## config.mk

```make
export PLATFORM = sky130hd
export DESIGN_NAME = lob_cell
export DESIGN_NICKNAME = d
export VERILOG_FILES = /design/src/hdl/lob_pkg.sv /design/src/hdl/lob_cell.sv
export SDC_FILE = /design/constraint.sdc
export NUM_CORES = 1
export LEC_CHECK = 0
export BUFFER_PORTS_ARGS = -buffer_cell sky130_fd_sc_hd__clkbuf_2
export CORE_ASPECT_RATIO = 1.2
export CORE_UTILIZATION = 47
export CTS_BUF_LIST = sky130_fd_sc_hd__clkbuf_16
export DETAILED_ROUTE_END_ITERATION = 16
export PLACE_DENSITY = 0.76
export SLEW_MARGIN = 20
export SYNTH_ARGS = -nofsm -noshare
export SYNTH_HDL_FRONTEND = slang
export SYNTH_SLANG_ARGS = --single-unit
```

## constraint.sdc

```tcl
create_clock -name clk -period 2.8 [get_ports clk]
set_input_delay 0.28 -clock clk [delete_from_list [all_inputs] [get_ports clk]]
set_output_delay 0.28 -clock clk [all_outputs]
set_load 0.005 [all_outputs]
```

## src/hdl/lob_pkg.sv

```systemverilog
// Shared types and constants for the limit order book matcher.
package lob_pkg;

	localparam int SIZE_W  = 16;
	localparam int PRICE_W = 17;
	localparam int SEQ_W   = 20;
	localparam int SUM_W   = 21;

	localparam logic [1:0] REQ_BUY    = 2'd0;
	localparam logic [1:0] REQ_SELL   = 2'd1;
	localparam logic [1:0] REQ_CANCEL = 2'd2;
	localparam logic [1:0] REQ_UNUSED = 2'd3;

	localparam logic KIND_TRADE = 1'b0;
	localparam logic KIND_QUOTE = 1'b1;

	localparam logic [PRICE_W-1:0] EMPTY_ASK = 17'd99999;

	// Running result of one pass along the chain of slots
	typedef struct packed {
		logic               m_found;
		logic [PRICE_W-1:0] m_price;
		logic [SEQ_W-1:0]   m_seq;
		logic [SIZE_W-1:0]  m_size;
		logic               f_found;
		logic               b_found;
		logic [PRICE_W-1:0] b_price;
		logic [SUM_W-1:0]   b_sum;
		logic               a_found;
		logic [PRICE_W-1:0] a_price;
		logic [SUM_W-1:0]   a_sum;
	} scan_t;

	// Book update broadcast to every slot
	typedef struct packed {
		logic               fill;
		logic               rest;
		logic               cancel;
		logic               is_sell;
		logic [SIZE_W-1:0]  size;
		logic [PRICE_W-1:0] price;
		logic [SEQ_W-1:0]   seq;
	} wr_t;

endpackage

```

## src/hdl/lob_cell.sv

```systemverilog
// One book slot: holds a resting order and folds it into the passing scan word.
module lob_cell #(
	parameter int DEPTH = 32,
	parameter int INDEX = 0
) (
	input  logic                     clk,
	input  logic                     arst_n,
	input  logic                     msell,
	input  lob_pkg::wr_t             wr,
	input  logic [$clog2(DEPTH)-1:0] wr_idx,
	input  lob_pkg::scan_t           scan_in,
	input  logic [$clog2(DEPTH)-1:0] m_idx_in,
	input  logic [$clog2(DEPTH)-1:0] f_idx_in,
	output lob_pkg::scan_t           scan_out,
	output logic [$clog2(DEPTH)-1:0] m_idx_out,
	output logic [$clog2(DEPTH)-1:0] f_idx_out
);

	localparam int IW = $clog2(DEPTH);
	localparam logic [IW-1:0] MY_IDX = IW'(INDEX);

	logic                          valid_q;
	logic                          sell_q;
	logic [lob_pkg::PRICE_W-1:0]   price_q;
	logic [lob_pkg::SIZE_W-1:0]    size_q;
	logic [lob_pkg::SEQ_W-1:0]     seq_q;
	lob_pkg::scan_t                nxt;
	logic [IW-1:0]                 m_idx_n;
	logic [IW-1:0]                 f_idx_n;
	lob_pkg::scan_t                rec_q;
	logic [IW-1:0]                 m_idx_q;
	logic [IW-1:0]                 f_idx_q;
	logic                          mine;

	assign mine = (wr_idx == MY_IDX);

	// Fold this slot into the scan word
	always_comb begin
		nxt     = scan_in;
		m_idx_n = m_idx_in;
		f_idx_n = f_idx_in;
		if (valid_q && sell_q == msell) begin
			if (!scan_in.m_found ||
			    (price_q == scan_in.m_price ? seq_q < scan_in.m_seq :
			     (msell ? price_q < scan_in.m_price : price_q > scan_in.m_price))) begin
				nxt.m_found = 1'b1;
				nxt.m_price = price_q;
				nxt.m_seq   = seq_q;
				nxt.m_size  = size_q;
				m_idx_n     = MY_IDX;
			end
		end
		if (!valid_q && !scan_in.f_found) begin
			nxt.f_found = 1'b1;
			f_idx_n     = MY_IDX;
		end
		if (valid_q && !sell_q) begin
			if (!scan_in.b_found || price_q > scan_in.b_price) begin
				nxt.b_found = 1'b1;
				nxt.b_price = price_q;
				nxt.b_sum   = lob_pkg::SUM_W'(size_q);
			end else if (price_q == scan_in.b_price) begin
				nxt.b_sum = scan_in.b_sum + lob_pkg::SUM_W'(size_q);
			end
		end
		if (valid_q && sell_q) begin
			if (!scan_in.a_found || price_q < scan_in.a_price) begin
				nxt.a_found = 1'b1;
				nxt.a_price = price_q;
				nxt.a_sum   = lob_pkg::SUM_W'(size_q);
			end else if (price_q == scan_in.a_price) begin
				nxt.a_sum = scan_in.a_sum + lob_pkg::SUM_W'(size_q);
			end
		end
	end

	// Hand the scan word to the next slot
	always_ff @(posedge clk) begin
		rec_q   <= nxt;
		m_idx_q <= m_idx_n;
		f_idx_q <= f_idx_n;
	end

	// Track occupancy
	always_ff @(posedge clk or negedge arst_n) begin
		if (!arst_n) begin
			valid_q <= 1'b0;
		end else if (wr.rest && mine) begin
			valid_q <= 1'b1;
		end else if (wr.fill && mine && size_q == wr.size) begin
			valid_q <= 1'b0;
		end else if (wr.cancel && valid_q && seq_q == wr.seq) begin
			valid_q <= 1'b0;
		end
	end

	// Hold the resting order
	always_ff @(posedge clk) begin
		if (wr.rest && mine) begin
			sell_q  <= wr.is_sell;
			price_q <= wr.price;
			size_q  <= wr.size;
			seq_q   <= wr.seq;
		end else if (wr.fill && mine) begin
			size_q <= size_q - wr.size;
		end
	end

	assign scan_out  = rec_q;
	assign m_idx_out = m_idx_q;
	assign f_idx_out = f_idx_q;

endmodule

```

==> impl_metrics.py, run 1 <==
metrics = {
    "status": {
        "status": "finished with violations",
        "violations": "negative setup slack",
    },
    "worst_hold_path": {
        "hold_depth": 1,
        "min_to": "price_q[2]",
        "hold_start": "wr[22]",
        "hold_path_class": "input pin to register",
    },
    "layout": {
        "regArea_um2": 4509,
        "final_area_um2": 15740,
        "nNetsFinal": 1947,
        "fill_cells": 1782,
        "final_common_cell": "clkbuf_2",
        "area_growth_pct": 42.10,
        "drive_above_1_share": 0.4142,
        "multi_input_comb_area_um2": 6673,
        "mostFrequentLayoutCells": "350 x clkbuf_2, 143 x dfxtp_1, 110 x buf_4, 107 x ha_1, 100 x inv_1",
    },
    "timing": {
        "tightest_slew_ns": 0.6655,
        "setup_viol": 58,
        "fin_skew_ns": 0.01480,
        "hold_violations": 0,
        "slew_headroom": 0.5564,
        "rsz0062_at_grt": "yes",
        "setup_ws_ns": -0.2462,
        "period_minus_slack_ns": 3.046,
        "timing.final.crit_share": 1.088,
        "slew_viol_final": 0,
        "whs_ns": 0.006822,
        "fmaxAchievable_mhz": 328.3,
    },
    "synthesis": {
        "yosysSeqAreaShare": 0.4072,
        "synth_area_um2": 11070,
        "yosysTopAreaCell": "dfxtp_1",
        "synth_nets": 1458,
        "async_flop_share": 0.005051,
        "ys_ff_latch": 198,
        "ys_types": 67,
        "syn-mean-instance-area_um2": 9.799,
        "synth_enable_flop_cells": 54,
        "ys.warnings.count": 0,
        "synthFlopType": "dfxtp_1",
        "synthTopCellsByArea": "dfxtp_1 26%, edfxtp_1 15%, ha_1 13%, mux2_2 5.5%, inv_1 3.4%",
        "netlist.area_leader.share": 0.2585,
        "syn_inst": 1130,
    },
    "placed_design": {
        "place_hpwl_um": 27960,
        "place_area_um2": 14030,
        "place.gp.congestion": 0.9450,
        "io_buffers": 350,
    },
    "routing": {
        "vias": 10674,
        "detail_route.wl_per_cell_um": 19.53,
        "drtPass1Iterations": 5,
        "vias_per_cell": 5.477,
        "drtIter0Drc": 656,
        "drc": 0,
        "detail-route-antenna-nets": 0,
        "drt_wl_total_um": 38060,
    },
    "worst_setup_path": {
        "worstRegToRegCells": 11,
        "crit_fanout": 10,
        "critPathCaptureType": "register",
        "crit_required_ns": 3.16,
        "critPathLaunchType": "register",
        "r2r-end": "scan_out[96]",
        "r2r-start": "price_q[12]",
        "path_class": "register to register",
        "r2r_slack_ns": -0.25,
        "critPathArrivalTime_ns": 3.40,
    },
    "clock_network": {
        "cts_buffers": 17,
        "insertion_delay_ns": 0.46,
        "cts.htree.levels": 4,
        "clockBufferDepth": 2,
        "cts_tree": "yes",
        "clkTransAtPathRegs_ns": 0.08,
        "root_buffer": "clkbuf_16",
        "numClockSinks": 198,
    },
    "floorplan": {
        "die-area_um2": 24180,
        "io_pins": 351,
        "core-area_um2": 23130,
        "die_h_um": 170.1,
        "rows": 61,
        "die_w_um": 142.1,
        "start_util": 0.4788,
    },
    "global_routing": {
        "overflow": 0,
        "grt_pass1_wl_um": 53370,
        "antenna_found_initial": 2,
        "grt_max_degree": 38,
        "first_global_vias": 10224,
        "track_usage": 0.2930,
    },
    "flow_run": {
        "maxCapViolCount": 0,
    },
    "power": {
        "fin_total_pwr_uw": 7886,
        "p_per_area_nw_per_um2": 501.2,
        "p_leak_uw": 0.007640,
        "ir_drop_mv": 0.4428,
    },
}
-- kinds of logic (layout without fill, tap and decap cells) --
family | count (synthesis) | in the layout | synth area share
XOR/XNOR | 55 | 55 | 0.04350
adder cells (fa/ha/maj) | 120 | 120 | 0.1376
AND/OR/NAND/NOR | 269 | 269 | 0.1193
multiplexers | 72 | 72 | 0.07797
AO/OA/AOI/OAI | 289 | 289 | 0.1686
buffers and inverters | 127 | 629 | 0.04576
other | 0 | 2 | 0
flip-flops | 198 | 198 | 0.4072
-- area by class of cell --
type / instances / share of cell area
tap: 315 / 0.02505
multi-input combinational: 805 / 0.4241
sequential: 198 / 0.2866
inverter: 101 / 0.02409
antenna: 2 / 0.0003181
clock inverter: 15 / 0.01519
timing repair buffer: 496 / 0.1977
clock buffer: 17 / 0.02704
-- routing by layer --
| layer | global-route usage | part of all wire | up-vias | routed length [um] |
|---|---|---|---|---|
| met2 | 0.5332 | 0.51 | 504 | 19560 |
| li1 | - | - | 5065 | - |
| met3 | 0.05149 | 0.061 | 126 | 2334 |
| met4 | 0.1903 | 0.056 | 0 | 2138 |
| met1 | 0.3090 | 0.37 | 4979 | 14030 |
| met5 | 0 | 0 | - | 0 |
-- per-stage QoR --
step	setup WS, ns	util	instances	TNS [ns]
finish	-0.2462	0.6804	1949	-11.22
floorplan	0.002531	-	1130	0
detailed placement	-0.2789	0.6068	1878	-14.79
CTS	-0.1526	0.6507	1924	-4.724
global route	-0.3294	0.6803	1948	-16.41
global placement	-0.2245	0.6068	1878	-11.86
-- what timing repair did --
action	in CTS	in global routing
hold endpoints to repair	10	0
pin swaps	21	46
resized for setup	46	104
hold buffers	10	0
cloned	1	4
buffers inserted	4	21
setup endpoints to repair	75	113
-- critical path: stages, from the launching register on --
cell and delay [ns]:
edfxtp_1 0.50, ha_4 0.32, nand4_1 0.18, nor2_2 0.20, nand3_2 0.13, or3_4 0.39
nand2_4 0.11, nor2_1 0.07, a221oi_4 0.32, buf_12 0.23, buf_12 0.16, mux2_2 0.33
-- where the power goes --
group          internal (uW)  switching [uW]  leakage, uW  total, uW
clock network           1610            1190     0.000325       2800
registers               3170            89.1      0.00170       3260
logic                    939             887      0.00561       1830
-- sequential cells by signal (all words and copies together) (netlist names) --
register,count
valid_q,1
price_q,17
size_q,16
f_idx_out,5
seq_q,20
scan_out,133
m_idx_out,5
sell_q,1
-- cells in the mapped netlist (9+ instances only) --
library cell / number
dfxtp_1: 143
ha_1: 117
inv_1: 100
nand2_1: 72
o21ai_0: 71
a21oi_1: 70
nor2_1: 65
edfxtp_1: 54
mux2_2: 54
a21o_1: 33
xnor2_1: 31
xor2_1: 24
nand3_1: 20
nand4_1: 20
clkbuf_1: 15
mux2_4: 15
nor2b_1: 15
nand2b_1: 14
o21a_1: 14
o22ai_1: 14
and2_1: 12
a211oi_1: 11
or3_1: 11
o211ai_1: 9
-- worst max path at each step --
stage | cells after the start | endpoint | slack (ns) | start
after CTS | 11 | scan_out[127] | -0.15 | price_q[12]
after global routing | 11 | scan_out[90] | -0.33 | price_q[15]
after floorplan | 10 | scan_out[57] | 0.003 | size_q[0]
after detailed placement | 12 | scan_out[129] | -0.28 | scan_in[130]
final | 11 | scan_out[96] | -0.25 | price_q[12]
after global placement | 12 | scan_out[130] | -0.22 | scan_in[130]
Power figures use the tool's default switching activity.
==> inputs of run 2 (changes only) <==
- PLACE_DENSITY: 0.76 -> 0.79
==> impl_metrics.py, run 2 (synthesis results as in run 1) <==
metrics = {
    "status": {
        "status": "finished with violations",
        "violations": "negative setup slack",
    },
    "timing": {
        "period_minus_slack_ns": 2.983,
        "fmaxAchievable_mhz": 335.2,
        "setup_viol": 59,
        "setup_ws_ns": -0.1831,
        "timing.final.crit_share": 1.065,
        "hold_violations": 0,
        "tightest_slew_ns": 0.6908,
        "fin_skew_ns": 0.01213,
        "whs_ns": 0.01553,
        "rsz0062_at_grt": "yes",
        "slew_headroom": 0.5395,
        "slew_viol_final": 0,
    },
    "clock_network": {
        "cts_tree": "yes",
        "insertion_delay_ns": 0.46,
        "numClockSinks": 198,
        "cts_buffers": 17,
        "clockBufferDepth": 2,
        "clkTransAtPathRegs_ns": 0.08,
        "cts.htree.levels": 4,
        "root_buffer": "clkbuf_16",
    },
    "routing": {
        "drt_wl_total_um": 37740,
        "detail_route.wl_per_cell_um": 19.37,
        "vias_per_cell": 5.552,
        "drc": 0,
        "detail-route-antenna-nets": 0,
        "drtIter0Drc": 655,
        "vias": 10821,
        "drtPass1Iterations": 5,
    },
    "placed_design": {
        "dpl.cell_count": 1869,
        "io_buffers": 350,
        "place.gp.congestion": 0.9310,
        "place_hpwl_um": 27840,
        "place_area_um2": 13930,
    },
    "layout": {
        "nNetsFinal": 1946,
        "stdcell_count": 1949,
        "drive_above_1_share": 0.4040,
        "fill_cells": 1739,
        "largest_register_ffs": 133,
        "final_util": 0.6676,
        "multi_input_comb_area_um2": 6465,
        "regArea_um2": 4509,
        "area_growth_pct": 39.42,
        "final_area_um2": 15440,
        "mostFrequentLayoutCells": "350 x clkbuf_2, 143 x dfxtp_1, 109 x ha_1, 109 x buf_4, 100 x inv_1",
        "final_common_cell": "clkbuf_2",
    },
    "worst_setup_path": {
        "crit_fanout": 7,
        "crit_end": "scan_out[122]",
        "r2r_slack_ns": -0.18,
        "crit_required_ns": 3.15,
        "startpoint": "price_q[12]",
        "r2r-end": "scan_out[122]",
        "r2r-start": "price_q[12]",
        "critPathLaunchType": "register",
        "critPathArrivalTime_ns": 3.33,
        "worstRegToRegCells": 12,
        "path_class": "register to register",
        "critPathCaptureType": "register",
    },
    "global_routing": {
        "grt_busiest_layer": "met2",
        "first_global_vias": 10281,
        "overflow": 0,
        "antenna_found_initial": 3,
        "grtUsageMet3": 0.05205,
        "grt_max_degree": 39,
        "use_met2": 0.5166,
        "grt_pass1_wl_um": 53010,
        "track_usage": 0.2900,
        "met1_usage": 0.3141,
    },
    "floorplan": {
        "die_w_um": 142.1,
        "die_h_um": 170.1,
        "rows": 61,
        "die-area_um2": 24180,
        "start_util": 0.4788,
        "io_pins": 351,
        "core-area_um2": 23130,
    },
    "flow_run": {
        "maxCapViolCount": 0,
    },
    "power": {
        "sequentialPowerShare": 0.437,
        "fin_total_pwr_uw": 7454,
        "ir_drop_mv": 0.4215,
        "p_leak_uw": 0.007484,
        "clkPwrFrac": 0.324,
        "p_sw_uw": 2164,
        "combPwrFrac": 0.239,
        "swShare": 0.2903,
        "p_int_uw": 5290,
        "p_per_area_nw_per_um2": 482.8,
    },
    "worst_hold_path": {
        "hold_path_class": "input pin to register",
    },
}
## run 2: worst max-delay path: stages (launching register included)
cell and delay, ns:
edfxtp_1 0.46, ha_4 0.30, nand4_1 0.14, nor2_2 0.21
nand3_2 0.12, or3_4 0.37, buf_6 0.13, o31a_1 0.27
o41ai_4 0.07, a221oi_4 0.13, buf_6 0.17, clkbuf_16 0.19
mux2_4 0.31
## run 2: how the worst min path moves through the flow
stage            from    endpoint  slack [ns]  cells after the start
2_1_floorplan  arst_n     valid_q       -0.02                      0
3_3_place_gp   arst_n     valid_q        0.06                      1
3_5_place_dp   arst_n     valid_q        0.06                      1
4_1_cts        wr[22]  price_q[2]       0.001                      1
5_1_grt        wr[26]  price_q[6]     -0.0008                      1
6_report       wr[22]  price_q[2]        0.02                      1
## run 2: what timing repair did
item,in CTS,in global routing
pin swaps,22,40
hold buffers,10,2
setup endpoints to repair,71,117
cloned,2,4
endpoints found under the hold margin,10,2
gates resized for setup,36,72
buffers inserted,7,20
## run 2: per-layer routing
layer,vias up,share of wire
met5,-,0
met4,0,0.064
met2,523,0.51
li1,5080,-
met3,147,0.060
met1,5071,0.37
## run 2: power by group through the flow
| stage | combinational [uW] | clock [uW] | sequential (uW) |
|---|---|---|---|
| floorplan | 802 | 0 | 3320 |
| global placement | 1480 | 0 | 3320 |
| detailed placement | 1520 | 0 | 3330 |
| CTS | 1630 | 2440 | 3260 |
| global route | 1920 | 2550 | 3280 |
| finish | 1780 | 2420 | 3260 |
## run 2: area by class of cell
| type | count | area share |
|---|---|---|
| Antenna cell | 3 | 0.0004863 |
| Clock buffer | 18 | 0.02918 |
| Clock inverter | 14 | 0.007213 |
| Inverter | 101 | 0.02456 |
| Multi-Input combinational cell | 805 | 0.4188 |
| Sequential cell | 198 | 0.2921 |
| Tap cell | 315 | 0.02553 |
| Timing Repair Buffer | 495 | 0.2022 |
## run 2: metrics by stage
stage | setup WS, ns | setup TNS [ns]
floorplan | 0.002531 | 0
global placement | -0.2297 | -11.80
detailed placement | -0.2920 | -15.33
CTS | -0.1367 | -5.965
global route | -0.2252 | -11.50
finish | -0.1831 | -7.917
==> inputs of run 3 (changes only) <==
- CORE_ASPECT_RATIO: 1.2 -> default
- REMOVE_ABC_BUFFERS: default -> 1
==> impl_metrics.py, run 3 (synthesis results as in run 1) <==
metrics = {
    "status": {
        "status": "finished with violations",
        "violations": "negative setup slack",
    },
    "global_routing": {
        "antenna_found_initial": 3,
        "grt_pass1_wl_um": 52360,
        "grt_busiest_layer": "met2",
        "use_met2": 0.4988,
        "met1_usage": 0.3267,
        "track_usage": 0.2814,
        "first_global_vias": 10300,
        "grt_max_degree": 39,
        "grtUsageMet3": 0.05794,
        "overflow": 0,
    },
    "clock_network": {
        "root_buffer": "clkbuf_16",
        "cts_tree": "yes",
        "cts.htree.levels": 4,
        "cts_buffers": 17,
        "insertion_delay_ns": 0.44,
        "clockBufferDepth": 2,
        "clkTransAtPathRegs_ns": 0.08,
        "numClockSinks": 198,
    },
    "timing": {
        "fin_skew_ns": 0.01703,
        "whs_ns": 0.01413,
        "setup_ws_ns": -0.1211,
        "rsz0062_at_grt": "yes",
        "hold_violations": 0,
        "timing.final.crit_share": 1.043,
        "period_minus_slack_ns": 2.921,
        "fmaxAchievable_mhz": 342.3,
        "slew_viol_final": 0,
        "setup_viol": 56,
        "slew_headroom": 0.6051,
        "tightest_slew_ns": 0.5910,
    },
    "layout": {
        "drive_above_1_share": 0.4070,
        "largest_register_ffs": 133,
        "stdcell_count": 1934,
        "nNetsFinal": 1934,
        "area_growth_pct": 38.09,
        "final_common_cell": "clkbuf_2",
        "mostFrequentLayoutCells": "350 x clkbuf_2, 143 x dfxtp_1, 111 x ha_1, 108 x buf_4, 100 x inv_1",
    },
    "worst_setup_path": {
        "critPathCaptureType": "register",
        "critPathBufInv": 3,
        "path_class": "register to register",
        "critPathArrivalTime_ns": 3.25,
        "path_cells": "ha_1 > nand4_1 > nor2_1 > nand3_2 > or3_4 > buf_6 > o41ai_4 > a221oi_4 > buf_6 > clkbuf_16 > mux2_4",
        "crit_required_ns": 3.13,
        "critPathLaunchType": "register",
        "critPathSlowestCell": "edfxtp_1",
        "critPathTopFamily": "simple AND/OR/NAND/NOR gates",
        "cpMostUsedCell": "buf_6",
        "cp_slowest_stage_delay_ns": 0.41,
        "crit_fanout": 10,
    },
    "power": {
        "ir_drop_mv": 0.4397,
        "fin_total_pwr_uw": 7535,
        "p_leak_uw": 0.007421,
        "p_per_area_nw_per_um2": 492.8,
    },
    "routing": {
        "vias": 10511,
        "drt_wl_total_um": 35920,
        "drtIter0Drc": 664,
        "drtPass1Iterations": 5,
        "drc": 0,
        "detail-route-antenna-nets": 0,
        "detail_route.wl_per_cell_um": 18.57,
        "vias_per_cell": 5.435,
    },
    "placed_design": {
        "io_buffers": 350,
        "place_hpwl_um": 27040,
        "place.gp.congestion": 0.9508,
        "dpl.cell_count": 1864,
    },
    "floorplan": {
        "die_w_um": 155.5,
        "die_h_um": 155.5,
        "io_pins": 351,
        "core-area_um2": 22850,
        "die-area_um2": 24180,
        "rows": 55,
        "start_util": 0.4847,
    },
    "worst_hold_path": {
        "hold_path_class": "input pin to register",
    },
    "flow_run": {
        "maxCapViolCount": 0,
    },
}
-- run 3: repair_timing --
action	in CTS	in global routing
cloned	0	6
setup endpoints to repair	77	131
setup buffers	12	19
hold buffers	2	0
pin swaps	8	51
gates resized for setup	28	81
hold endpoints to repair	2	0
-- run 3: stage by stage --
| step | util | worst slack, ns | setup TNS (ns) | instance area, um2 |
|---|---|---|---|---|
| 6_report | 0.6693 | -0.1211 | -4.667 | 15290 |
| 5_1_grt | 0.6692 | -0.1974 | -9.910 | 15290 |
| 4_1_cts | 0.6435 | -0.1061 | -4.511 | 14700 |
| 3_5_place_dp | 0.6074 | -0.2602 | -13.90 | 13880 |
| 3_3_place_gp | 0.6074 | -0.2135 | -10.32 | 13880 |
| 2_1_floorplan | - | -2.216 | -131.41 | 10950 |
-- run 3: final timing paths --
kind                                   from       endpoint  slack (ns)  cells after the start
worst max-delay path            price_q[14]  scan_out[117]       -0.12                     11
worst min-delay path                 wr[21]     price_q[1]        0.01                      1
worst max register to register  price_q[14]  scan_out[117]       -0.12                     11
worst min register to register   price_q[0]  scan_out[115]        0.53                      1
max in group asynchronous            arst_n        valid_q        2.53                      2
min in group asynchronous            arst_n        valid_q        0.18                      2
-- run 3: final cells by class --
cell class,count,area (um2)
fillers,1821,7556
inverters,101,381.6
clock buffers,17,425.4
flip-flops and latches,198,4509
diodes,2,5.005
clock inverters,15,182.7
multi-input cells,805,6464
repair buffers,483,2932
well taps,313,391.6
-- run 3: layer usage --
metal	wire length, um	vias up
met1	14300	4902
met5	13	-
met3	2581	85
li1	-	5034
met4	1246	2
met2	17790	488
-- run 3: power by group --
part	leakage, uW	internal (uW)	switching (uW)
Sequential	0.00170	3170	83.3
Combinational	0.00542	873	850
Clock	0.000301	1290	1270
Total	0.00742	5330	2210
